$ cat config.mk
export PLATFORM = sky130hd
export DESIGN_NAME = disk_seek_scheduler_unit_flat
export DESIGN_NICKNAME = d
export VERILOG_FILES = /design/src/hdl/dss_pkg.sv /design/src/hdl/dss_if.sv /design/src/hdl/dss_front.sv /design/src/hdl/dss_queue.sv /design/src/hdl/dss_back.sv /design/src/hdl/disk_seek_scheduler_unit.sv /design/src/flat_wrapper.sv
export SDC_FILE = /design/constraint.sdc
export NUM_CORES = 1
export LEC_CHECK = 0
export BUFFER_PORTS_ARGS = -buffer_cell sky130_fd_sc_hd__buf_2
export CORE_MARGIN = 2
export CORE_UTILIZATION = 35
export CTS_BUF_LIST = sky130_fd_sc_hd__clkbuf_4 sky130_fd_sc_hd__clkbuf_8
export CTS_CLUSTER_DIAMETER = 100
export DETAILED_ROUTE_END_ITERATION = 12
export GPL_TIMING_DRIVEN = 0
export PLACE_DENSITY = 0.6
export SYNTH_ARGS = -nofsm -noshare
export SYNTH_HDL_FRONTEND = slang
export SYNTH_SLANG_ARGS = --single-unit
$ cat constraint.sdc
create_clock -name clk_i -period 24.3 [get_ports clk_i]
set_clock_uncertainty 0.15 [all_clocks]
set_input_delay 4.86 -clock clk_i [delete_from_list [all_inputs] [get_ports clk_i]]
set_output_delay 4.86 -clock clk_i [all_outputs]
set_load 0.005 [all_outputs]
$ cat src/hdl/dss_pkg.sv
// Shared types, constants and helper functions for the disk seek scheduler.
// No dependencies; every other file imports this package.
`default_nettype none

package dss_pkg;

  localparam int MAX_REQUESTS = 64;
  localparam int TRACK_BITS   = 10;
  localparam int TOTAL_BITS   = 16;
  localparam int IDX_W        = $clog2(MAX_REQUESTS);
  localparam int CNT_W        = $clog2(MAX_REQUESTS + 1);
  localparam int QUEUE_DEPTH  = 2;
  localparam int QPTR_W       = $clog2(QUEUE_DEPTH);
  localparam int QCNT_W       = $clog2(QUEUE_DEPTH + 1);
  localparam int CFG_IDX_W    = 1;
  localparam int CFG_DATA_W   = TRACK_BITS;
  localparam int POLICY_W     = 2;

  typedef enum logic [POLICY_W-1:0] {
    POL_FCFS = 2'd0,
    POL_SSTF = 2'd1,
    POL_SCAN = 2'd2
  } policy_e;

  typedef enum logic [CFG_IDX_W-1:0] {
    CFG_POLICY = 1'b0,
    CFG_START  = 1'b1
  } cfg_idx_e;

  typedef enum logic [1:0] {
    ST_LOAD,
    ST_SCAN,
    ST_EMIT
  } back_state_e;

  // One classified request on its way from the front to the back.
  typedef struct packed {
    logic [TRACK_BITS-1:0] track;
    logic                  last;
    logic                  keep;
  } dss_req_t;

  function automatic logic [TRACK_BITS-1:0] track_dist(
    input logic [TRACK_BITS-1:0] a,
    input logic [TRACK_BITS-1:0] b
  );
    return (a > b) ? (a - b) : (b - a);
  endfunction

endpackage

`default_nettype wire

$ cat src/hdl/dss_if.sv
// Valid/ready channel interfaces for requests, results and register writes.
// Depends on dss_pkg for field widths.
`default_nettype none

interface dss_in_if;
  import dss_pkg::*;
  logic                  valid;
  logic                  ready;
  logic [TRACK_BITS-1:0] track;
  logic                  last_in;
  modport source (output valid, output track, output last_in, input ready);
  modport sink   (input valid, input track, input last_in, output ready);
endinterface

interface dss_out_if;
  import dss_pkg::*;
  logic                  valid;
  logic                  ready;
  logic [TRACK_BITS-1:0] served_track;
  logic [TRACK_BITS-1:0] seek;
  logic [TOTAL_BITS-1:0] total_seek;
  logic                  last_out;
  modport source (output valid, output served_track, output seek, output total_seek,
                  output last_out, input ready);
  modport sink   (input valid, input served_track, input seek, input total_seek,
                  input last_out, output ready);
endinterface

interface dss_cfg_if;
  import dss_pkg::*;
  logic                  valid;
  logic                  ready;
  logic [CFG_IDX_W-1:0]  index;
  logic [CFG_DATA_W-1:0] data;
  modport source (output valid, output index, output data, input ready);
  modport sink   (input valid, input index, input data, output ready);
endinterface

`default_nettype wire

$ cat src/hdl/dss_front.sv
// Front end: accepts requests, counts the batch and marks overflow requests.
// Depends on dss_pkg.
`default_nettype none

module dss_front import dss_pkg::*; (
  input  wire logic     clk_i,
  input  wire logic     rst_ni,
  input  wire logic     in_valid_i,
  output logic          in_ready_o,
  input  wire logic [TRACK_BITS-1:0] in_track_i,
  input  wire logic     in_last_i,
  output logic          push_valid_o,
  input  wire logic     push_ready_i,
  output dss_req_t      push_req_o
);

  logic [CNT_W-1:0] count_q, count_d;
  logic             keep;
  logic             accept;

  assign keep         = (count_q < CNT_W'(MAX_REQUESTS));
  assign in_ready_o   = push_ready_i;
  assign accept       = in_valid_i && push_ready_i;
  // A request beyond the store size is dropped unless it closes the batch.
  assign push_valid_o = in_valid_i && (keep || in_last_i);
  assign push_req_o   = '{track: in_track_i, last: in_last_i, keep: keep};

  always_comb begin
    count_d = count_q;
    if (accept) begin
      if (in_last_i) begin
        count_d = '0;
      end else if (keep) begin
        count_d = count_q + 1'b1;
      end
    end
  end

  always_ff @(posedge clk_i or negedge rst_ni) begin
    if (!rst_ni) begin
      count_q <= '0;
    end else begin
      count_q <= count_d;
    end
  end

endmodule

`default_nettype wire

$ cat src/hdl/dss_queue.sv
// Short request queue between the front end and the scheduling engine.
// Depends on dss_pkg.
`default_nettype none

module dss_queue import dss_pkg::*; (
  input  wire logic clk_i,
  input  wire logic rst_ni,
  input  wire logic push_valid_i,
  output logic      push_ready_o,
  input  dss_req_t  push_req_i,
  output logic      pop_valid_o,
  input  wire logic pop_ready_i,
  output dss_req_t  pop_req_o
);

  dss_req_t          slots_q [QUEUE_DEPTH];
  logic [QPTR_W-1:0] wr_ptr_q, rd_ptr_q;
  logic [QCNT_W-1:0] fill_q;
  logic              push, pop;

  assign push_ready_o = (fill_q != QCNT_W'(QUEUE_DEPTH));
  assign pop_valid_o  = (fill_q != '0);
  assign pop_req_o    = slots_q[rd_ptr_q];
  assign push         = push_valid_i && push_ready_o;
  assign pop          = pop_valid_o && pop_ready_i;

  always_ff @(posedge clk_i) begin
    if (push) begin
      slots_q[wr_ptr_q] <= push_req_i;
    end
  end

  always_ff @(posedge clk_i or negedge rst_ni) begin
    if (!rst_ni) begin
      wr_ptr_q <= '0;
      rd_ptr_q <= '0;
      fill_q   <= '0;
    end else begin
      if (push) begin
        wr_ptr_q <= (wr_ptr_q == QPTR_W'(QUEUE_DEPTH - 1)) ? '0 : wr_ptr_q + 1'b1;
      end
      if (pop) begin
        rd_ptr_q <= (rd_ptr_q == QPTR_W'(QUEUE_DEPTH - 1)) ? '0 : rd_ptr_q + 1'b1;
      end
      if (push && !pop) begin
        fill_q <= fill_q + 1'b1;
      end else if (pop && !push) begin
        fill_q <= fill_q - 1'b1;
      end
    end
  end

endmodule

`default_nettype wire

$ cat src/hdl/dss_back.sv
// Scheduling engine: stores a batch, then picks each service by a pass over
// the request store and emits one result per pass. Depends on dss_pkg.
`default_nettype none

module dss_back import dss_pkg::*; (
  input  wire logic clk_i,
  input  wire logic rst_ni,
  input  wire logic [POLICY_W-1:0]   policy_i,
  input  wire logic [TRACK_BITS-1:0] start_track_i,
  input  wire logic pop_valid_i,
  output logic      pop_ready_o,
  input  dss_req_t  pop_req_i,
  output logic      out_valid_o,
  input  wire logic out_ready_i,
  output logic [TRACK_BITS-1:0] out_track_o,
  output logic [TRACK_BITS-1:0] out_seek_o,
  output logic [TOTAL_BITS-1:0] out_total_o,
  output logic                  out_last_o
);

  back_state_e state_q, state_d;

  logic [TRACK_BITS-1:0] mem [MAX_REQUESTS];
  logic [TRACK_BITS-1:0] rd_q;
  logic [IDX_W-1:0]      ri_q, ri_d;
  logic                  rv_q, rv_d;
  logic [CNT_W-1:0]      iss_q, iss_d;
  logic [CNT_W-1:0]      n_q, n_d;
  logic [CNT_W-1:0]      served_q, served_d;
  logic [MAX_REQUESTS-1:0] flags_q, flags_d;
  logic [TRACK_BITS-1:0] head_q, head_d;
  logic [TOTAL_BITS-1:0] tot_q, tot_d;

  // Primary best (FCFS, SSTF, SCAN upward) and SCAN downward best.
  logic                  a_f_q, a_f_d, b_f_q, b_f_d;
  logic [TRACK_BITS-1:0] a_t_q, a_t_d, b_t_q, b_t_d, a_dist_q, a_dist_d;
  logic [IDX_W-1:0]      a_i_q, a_i_d, b_i_q, b_i_d;

  logic [TRACK_BITS-1:0] out_track_q, out_track_d, out_seek_q, out_seek_d;
  logic [TOTAL_BITS-1:0] out_total_q, out_total_d;
  logic                  out_last_q, out_last_d;

  logic                  pop, wr_en, issue, scan_done, emit_done;
  logic [TRACK_BITS-1:0] cand_dist, sel_t, sel_seek;
  logic [IDX_W-1:0]      sel_i;

  assign pop       = pop_valid_i && pop_ready_o;
  assign wr_en     = pop && pop_req_i.keep;
  assign issue     = (state_q == ST_SCAN) && (iss_q < n_q);
  assign scan_done = (state_q == ST_SCAN) && rv_q && ({1'b0, ri_q} == n_q - 1'b1);
  assign emit_done = (state_q == ST_EMIT) && out_ready_i;
  assign cand_dist = track_dist(head_q, rd_q);

  always_ff @(posedge clk_i) begin
    if (wr_en) begin
      mem[n_q[IDX_W-1:0]] <= pop_req_i.track;
    end
    if (issue) begin
      rd_q <= mem[iss_q[IDX_W-1:0]];
    end
  end

  // Next state.
  always_comb begin
    state_d = state_q;
    unique case (state_q)
      ST_LOAD: if (pop && pop_req_i.last) state_d = ST_SCAN;
      ST_SCAN: if (scan_done) state_d = ST_EMIT;
      ST_EMIT: if (out_ready_i) state_d = out_last_q ? ST_LOAD : ST_SCAN;
      default: state_d = ST_LOAD;
    endcase
  end

  // Outputs.
  always_comb begin
    pop_ready_o = (state_q == ST_LOAD);
    out_valid_o = (state_q == ST_EMIT);
    out_track_o = out_track_q;
    out_seek_o  = out_seek_q;
    out_total_o = out_total_q;
    out_last_o  = out_last_q;
  end

  // Candidate evaluation for the entry read in the previous cycle.
  always_comb begin
    a_f_d = a_f_q; a_t_d = a_t_q; a_i_d = a_i_q; a_dist_d = a_dist_q;
    b_f_d = b_f_q; b_t_d = b_t_q; b_i_d = b_i_q;
    if (rv_q) begin
      unique case (policy_i)
        POL_SSTF: begin
          if (!flags_q[ri_q] && (!a_f_q || cand_dist < a_dist_q)) begin
            a_f_d = 1'b1; a_t_d = rd_q; a_i_d = ri_q; a_dist_d = cand_dist;
          end
        end
        POL_SCAN: begin
          if (!flags_q[ri_q] && rd_q >= start_track_i && (!a_f_q || rd_q < a_t_q)) begin
            a_f_d = 1'b1; a_t_d = rd_q; a_i_d = ri_q;
          end
          // Equal tracks on the way down go latest arrival first.
          if (!flags_q[ri_q] && rd_q < start_track_i && (!b_f_q || rd_q >= b_t_q)) begin
            b_f_d = 1'b1; b_t_d = rd_q; b_i_d = ri_q;
          end
        end
        default: begin
          if ({1'b0, ri_q} == served_q) begin
            a_f_d = 1'b1; a_t_d = rd_q; a_i_d = ri_q;
          end
        end
      endcase
    end
    sel_t    = a_f_d ? a_t_d : b_t_d;
    sel_i    = a_f_d ? a_i_d : b_i_d;
    sel_seek = track_dist(head_q, sel_t);
  end

  // Datapath next values.
  always_comb begin
    n_d = n_q; served_d = served_q; flags_d = flags_q;
    head_d = head_q; tot_d = tot_q;
    iss_d = iss_q; rv_d = 1'b0; ri_d = ri_q;
    out_track_d = out_track_q; out_seek_d = out_seek_q;
    out_total_d = out_total_q; out_last_d = out_last_q;
    if (wr_en) begin
      n_d = n_q + 1'b1;
    end
    if (issue) begin
      iss_d = iss_q + 1'b1;
      rv_d  = 1'b1;
      ri_d  = iss_q[IDX_W-1:0];
    end
    if (pop && pop_req_i.last) begin
      served_d = '0;
      flags_d  = '0;
      head_d   = start_track_i;
      tot_d    = '0;
      iss_d    = '0;
    end
    if (scan_done) begin
      flags_d[sel_i] = 1'b1;
      head_d         = sel_t;
      tot_d          = tot_q + TOTAL_BITS'(sel_seek);
      served_d       = served_q + 1'b1;
      out_track_d    = sel_t;
      out_seek_d     = sel_seek;
      out_total_d    = tot_q + TOTAL_BITS'(sel_seek);
      out_last_d     = (served_q + 1'b1 == n_q);
    end
    if (emit_done) begin
      iss_d = '0;
      if (out_last_q) begin
        n_d = '0;
      end
    end
  end

  always_ff @(posedge clk_i or negedge rst_ni) begin
    if (!rst_ni) begin
      state_q  <= ST_LOAD;
      n_q      <= '0;
      served_q <= '0;
      flags_q  <= '0;
      head_q   <= '0;
      tot_q    <= '0;
      iss_q    <= '0;
      rv_q     <= 1'b0;
      a_f_q    <= 1'b0;
      b_f_q    <= 1'b0;
    end else begin
      state_q  <= state_d;
      n_q      <= n_d;
      served_q <= served_d;
      flags_q  <= flags_d;
      head_q   <= head_d;
      tot_q    <= tot_d;
      iss_q    <= iss_d;
      rv_q     <= rv_d;
      if (state_q != ST_SCAN) begin
        a_f_q <= 1'b0;
        b_f_q <= 1'b0;
      end else begin
        a_f_q <= a_f_d;
        b_f_q <= b_f_d;
      end
    end
  end

  always_ff @(posedge clk_i) begin
    ri_q        <= ri_d;
    a_t_q       <= a_t_d;
    a_i_q       <= a_i_d;
    a_dist_q    <= a_dist_d;
    b_t_q       <= b_t_d;
    b_i_q       <= b_i_d;
    out_track_q <= out_track_d;
    out_seek_q  <= out_seek_d;
    out_total_q <= out_total_d;
    out_last_q  <= out_last_d;
  end

endmodule

`default_nettype wire

$ cat src/hdl/disk_seek_scheduler_unit.sv
// Disk seek scheduler, top level: register file, front end, queue, engine.
// Requests are taken while the engine is loading a batch.
// After the closing request, the engine makes one full pass over the single-port
// request store per service and emits one result per pass.
// Reset clears all control state; policy and start_track reset to zero.
`default_nettype none

module disk_seek_scheduler_unit import dss_pkg::*; (
  input  wire logic clk_i,
  input  wire logic rst_ni,
  dss_cfg_if.sink   cfg_i,
  dss_in_if.sink    in_i,
  dss_out_if.source out_o
);

  logic [POLICY_W-1:0]   policy_q;
  logic [TRACK_BITS-1:0] start_q;
  logic                  push_valid, push_ready, pop_valid, pop_ready;
  dss_req_t              push_req, pop_req;

  assign cfg_i.ready = 1'b1;

  always_ff @(posedge clk_i or negedge rst_ni) begin
    if (!rst_ni) begin
      policy_q <= '0;
      start_q  <= '0;
    end else if (cfg_i.valid) begin
      unique case (cfg_i.index)
        CFG_POLICY: policy_q <= cfg_i.data[POLICY_W-1:0];
        CFG_START:  start_q  <= cfg_i.data[TRACK_BITS-1:0];
        default:    ;
      endcase
    end
  end

  dss_front u_front (
    .clk_i        (clk_i),
    .rst_ni       (rst_ni),
    .in_valid_i   (in_i.valid),
    .in_ready_o   (in_i.ready),
    .in_track_i   (in_i.track),
    .in_last_i    (in_i.last_in),
    .push_valid_o (push_valid),
    .push_ready_i (push_ready),
    .push_req_o   (push_req)
  );

  dss_queue u_queue (
    .clk_i        (clk_i),
    .rst_ni       (rst_ni),
    .push_valid_i (push_valid),
    .push_ready_o (push_ready),
    .push_req_i   (push_req),
    .pop_valid_o  (pop_valid),
    .pop_ready_i  (pop_ready),
    .pop_req_o    (pop_req)
  );

  dss_back u_back (
    .clk_i         (clk_i),
    .rst_ni        (rst_ni),
    .policy_i      (policy_q),
    .start_track_i (start_q),
    .pop_valid_i   (pop_valid),
    .pop_ready_o   (pop_ready),
    .pop_req_i     (pop_req),
    .out_valid_o   (out_o.valid),
    .out_ready_i   (out_o.ready),
    .out_track_o   (out_o.served_track),
    .out_seek_o    (out_o.seek),
    .out_total_o   (out_o.total_seek),
    .out_last_o    (out_o.last_out)
  );

endmodule

`default_nettype wire
$ cat src/flat_wrapper.sv
// flat-port wrapper written by rule: the top's interface ports become plain ports
module disk_seek_scheduler_unit_flat import dss_pkg::*;
  (clk_i, rst_ni, cfg_i_valid, cfg_i_index, cfg_i_data, cfg_i_ready, in_i_valid, in_i_track, in_i_last_in, in_i_ready, out_o_valid, out_o_served_track, out_o_seek, out_o_total_seek, out_o_last_out, out_o_ready);
  dss_cfg_if cfg_i_i ();
  dss_in_if in_i_i ();
  dss_out_if out_o_i ();
  input  wire logic clk_i;
  input  wire logic rst_ni;
  input wire logic [$bits(cfg_i_i.valid)-1:0] cfg_i_valid;
  input wire logic [$bits(cfg_i_i.index)-1:0] cfg_i_index;
  input wire logic [$bits(cfg_i_i.data)-1:0] cfg_i_data;
  output wire logic [$bits(cfg_i_i.ready)-1:0] cfg_i_ready;
  input wire logic [$bits(in_i_i.valid)-1:0] in_i_valid;
  input wire logic [$bits(in_i_i.track)-1:0] in_i_track;
  input wire logic [$bits(in_i_i.last_in)-1:0] in_i_last_in;
  output wire logic [$bits(in_i_i.ready)-1:0] in_i_ready;
  output wire logic [$bits(out_o_i.valid)-1:0] out_o_valid;
  output wire logic [$bits(out_o_i.served_track)-1:0] out_o_served_track;
  output wire logic [$bits(out_o_i.seek)-1:0] out_o_seek;
  output wire logic [$bits(out_o_i.total_seek)-1:0] out_o_total_seek;
  output wire logic [$bits(out_o_i.last_out)-1:0] out_o_last_out;
  input wire logic [$bits(out_o_i.ready)-1:0] out_o_ready;
  assign cfg_i_i.valid = cfg_i_valid;
  assign cfg_i_i.index = cfg_i_index;
  assign cfg_i_i.data = cfg_i_data;
  assign cfg_i_ready = cfg_i_i.ready;
  assign in_i_i.valid = in_i_valid;
  assign in_i_i.track = in_i_track;
  assign in_i_i.last_in = in_i_last_in;
  assign in_i_ready = in_i_i.ready;
  assign out_o_valid = out_o_i.valid;
  assign out_o_served_track = out_o_i.served_track;
  assign out_o_seek = out_o_i.seek;
  assign out_o_total_seek = out_o_i.total_seek;
  assign out_o_last_out = out_o_i.last_out;
  assign out_o_i.ready = out_o_ready;
  disk_seek_scheduler_unit u_core (.clk_i(clk_i), .rst_ni(rst_ni), .cfg_i(cfg_i_i), .in_i(in_i_i), .out_o(out_o_i));
endmodule
==> summary.txt <==
CP most frequent cell -> a21o_1
DRT Pass-1 Iters -> 5
Slew Limit Fails -> 0
GRT Total Usage -> 16.5%
Crit path required time -> 24830 ps
Post-Layout Cell Count -> 4086
clk root buf -> clkbuf_8
post-route minimum period -> 12210 ps
Avg Cell Area, Syn -> 17.0 µm²
Inserted Clock Buffers -> 147
Reg2Reg Capture Point -> u_core.u_back.tot_q[15]
RSZ-0062 raised after global routing -> no
R2R setup slack -> 12090 ps
kind of critical path -> flop to flop
Detailed Place HPWL -> 62300 µm
max incr delay on CP -> 640 ps
most frequent cell after synthesis -> edfxtp_1
CTS tree -> done
Final ANT Viol Nets -> 0
async set-or-reset flop fraction in the synthesized netlist -> 15.5%
EDFF count, synth -> 727
vias in the first global route -> 22500
CP Max Fanout -> 10
yosys warns -> 0
worst slew pin tran -> 1390 ps
DIE WIDTH -> 336 µm
max frequency -> 81.9 MHz
CP startpoint kind -> flop
IO Port Bufs -> 65
DR iter-0 viols -> 1786
initial antenna violation count -> 1
hold_buf cts -> 0
most common flop cell mapped by yosys -> edfxtp_1
status -> completed
top cells by area, synth -> edfxtp_1, mux4_2, dfrtp_1, ha_1, dfxtp_1
Die ar. -> 113000 µm²
Site Rows -> 121
largest net degree at the start of global routing -> 98
Hold Crit Class -> flop to flop
Num Clock Sinks -> 898
Post-CTS Setup Inserts -> 0
R2R depth -> 49
n_diodes -> 0
Slowest-stage cell, CP -> a211oi_1
CTS H-tree depth -> 4
synth cell count leaders -> edfxtp_1, mux4_2, dfrtp_1
fin crit share -> 50.2%
DR vias -> 21300
Critical Path End Type -> flop
Cell Pwr Density -> 135 nW/µm²
Hold Vio Cnt, Final -> 0
Seq cells post-synth -> 898
Placed Cells incl. Taps -> 3823
Initial Util -> 35.4%
proportion of layout cells with a drive suffix above 1 -> 22.9%
Pleak -> 15.6 nW
Clock Latency Late Sink -> 820 ps
Cell Area, Synth -> 38700 µm²
global-route wire length before repair -> 140000 µm
drt total wl -> 92900 µm
Fill cells -> 9793
relative slew slack -> 7.30%
Yosys top cell area share -> 56.5%
synth unique cells -> 85
Sum Neg Setup Slack -> 0 ps
Resize count post-CTS -> 0
Overflow after GRT -> 0
nets -> 2629
syn nets -> 2411
Setup-failing EPs final -> 0
RR Startpoint -> u_core.u_back.rd_q[1]
Post-DP Area -> 40900 µm²
Core ar. -> 109000 µm²
worst hold start -> u_core.u_back.b_i_q[2]
DRC Markers -> 0
Synth-to-Final Area Change -> 13.5%
Final Instance Area -> 43900 µm²
worst setup path startpoint -> u_core.u_back.rd_q[1]
critical path arrival -> 12730 ps
Post-Synthesis Cells -> 2279
area of the multi-input gates -> 11900 µm²
register area -> 25900 µm²
maxcap violations -> 0
Seq/Total Area, Yosys -> 67.1%
Yosys top cell by area -> edfxtp_1
WL per Instance -> 22.7 µm
Setup crit end -> u_core.u_back.tot_q[15]
Die H -> 336 µm
via-per-instance ratio -> 5.22
peak supply drop -> 68.4 µV
# IOs -> 67
GP Congestion -> 0.866
worst hold slack -> 321 ps
CTS max path bufs -> 3
clk slew on worst S/H paths -> 60 ps
-- worst max-delay path, delay by kind of cell, from the launching register on --
kind	cells	cell delay, ps
buffers and inverters	8	1800
and+or+nand+nor	5	910
AOI/OAI and AO/OA	27	5700
adders and majority gates	5	1470
DFF	1	630
xor gates and xnor gates	2	520
muxes	2	910
-- per-layer routing --
metal | vias up | part of all wire (%) | global-route usage, %
met1 | 11100 | 42 | 21.8
met4 | 0 | 3.0 | 6.21
met2 | 693 | 49 | 27.4
met3 | 174 | 5.7 | 2.85
li1 | 9412 | - | -
met5 | - | 0 | 0
-- how the worst min path moves through the flow --
stage / endpoint / depth (start not counted)
detailed placement: u_core.u_back.b_i_q[1] / 1
global placement: u_core.u_back.b_i_q[1] / 1
CTS: u_core.u_back.b_i_q[2] / 1
global route: u_core.u_back.b_i_q[2] / 1
finish: u_core.u_back.b_i_q[2] / 1
floorplan: u_core.u_back.flags_q[48] / 2
-- cells by family (layout without fill, tap and decap cells) --
| logic type | Yosys count | in the layout | synth area share (%) |
|---|---|---|---|
| DFF | 898 | 898 | 67.1 |
| buffers and inverters | 205 | 536 | 2.17 |
| adders and majority gates | 105 | 105 | 3.50 |
| AOI/OAI and AO/OA | 314 | 314 | 5.82 |
| xor gates and xnor gates | 75 | 75 | 1.70 |
| muxes | 297 | 297 | 14.6 |
| other | 1 | 1 | 0.00970 |
| and+or+nand+nor | 384 | 384 | 5.06 |
-- cell type report --
| cell class | instances | area share [%] |
|---|---|---|
| sequential | 898 | 59.2 |
| buffer | 104 | 1.05 |
| tap | 1476 | 4.21 |
| multi-input combinational | 1176 | 27.1 |
| clock inverter | 67 | 1.12 |
| clock buffer | 195 | 5.52 |
| timing repair buffer | 69 | 0.944 |
| inverter | 101 | 0.864 |
-- state kept, by name, indices dropped and copies added, names as in the netlist, 2 cells and up --
name                       count
u_core.policy_q                2
u_core.start_q                10
u_core.u_back.a_dist_q        10
u_core.u_back.a_i_q            6
u_core.u_back.a_t_q           10
u_core.u_back.b_i_q            6
u_core.u_back.b_t_q           10
u_core.u_back.flags_q         64
u_core.u_back.head_q          10
u_core.u_back.iss_q            7
u_core.u_back.mem            640
u_core.u_back.n_q              7
u_core.u_back.out_seek_o      10
u_core.u_back.out_total_o     16
u_core.u_back.out_track_o     10
u_core.u_back.rd_q            10
u_core.u_back.ri_q             6
u_core.u_back.served_q         7
u_core.u_back.state_q          2
u_core.u_back.tot_q           16
u_core.u_front.count_q         7
u_core.u_queue.fill_q          2
u_core.u_queue.slots_q        24
-- power breakdown --
part	switching (W)	internal, W	total [W]
Sequential	0.0000892	0.00201	0.00210
Clock	0.000616	0.000690	0.00131
Combinational	0.00154	0.000984	0.00253
-- stage by stage --
stage	setup WS, ps	total power, W	utilization, %
after CTS	12100	0.00596	40.1
after detailed placement	12180	0.00464	37.5
after global routing	11330	0.00626	40.2
final	12090	0.00593	40.2
after global placement	12490	0.00455	37.4
after floorplan	14860	0.00384	-
-- placed cells by master, fill, tap and decap left out, types with 72 or more instances in the layout --
master	count
nor2_1	111
edfxtp_1	727
nand2_1	112
mux4_2	210
ha_1	100
dfrtp_1	139
clkbuf_8	153
inv_1	98
buf_2	72
o21ai_0	75
Note: power is estimated with default switching activity, not from simulation.
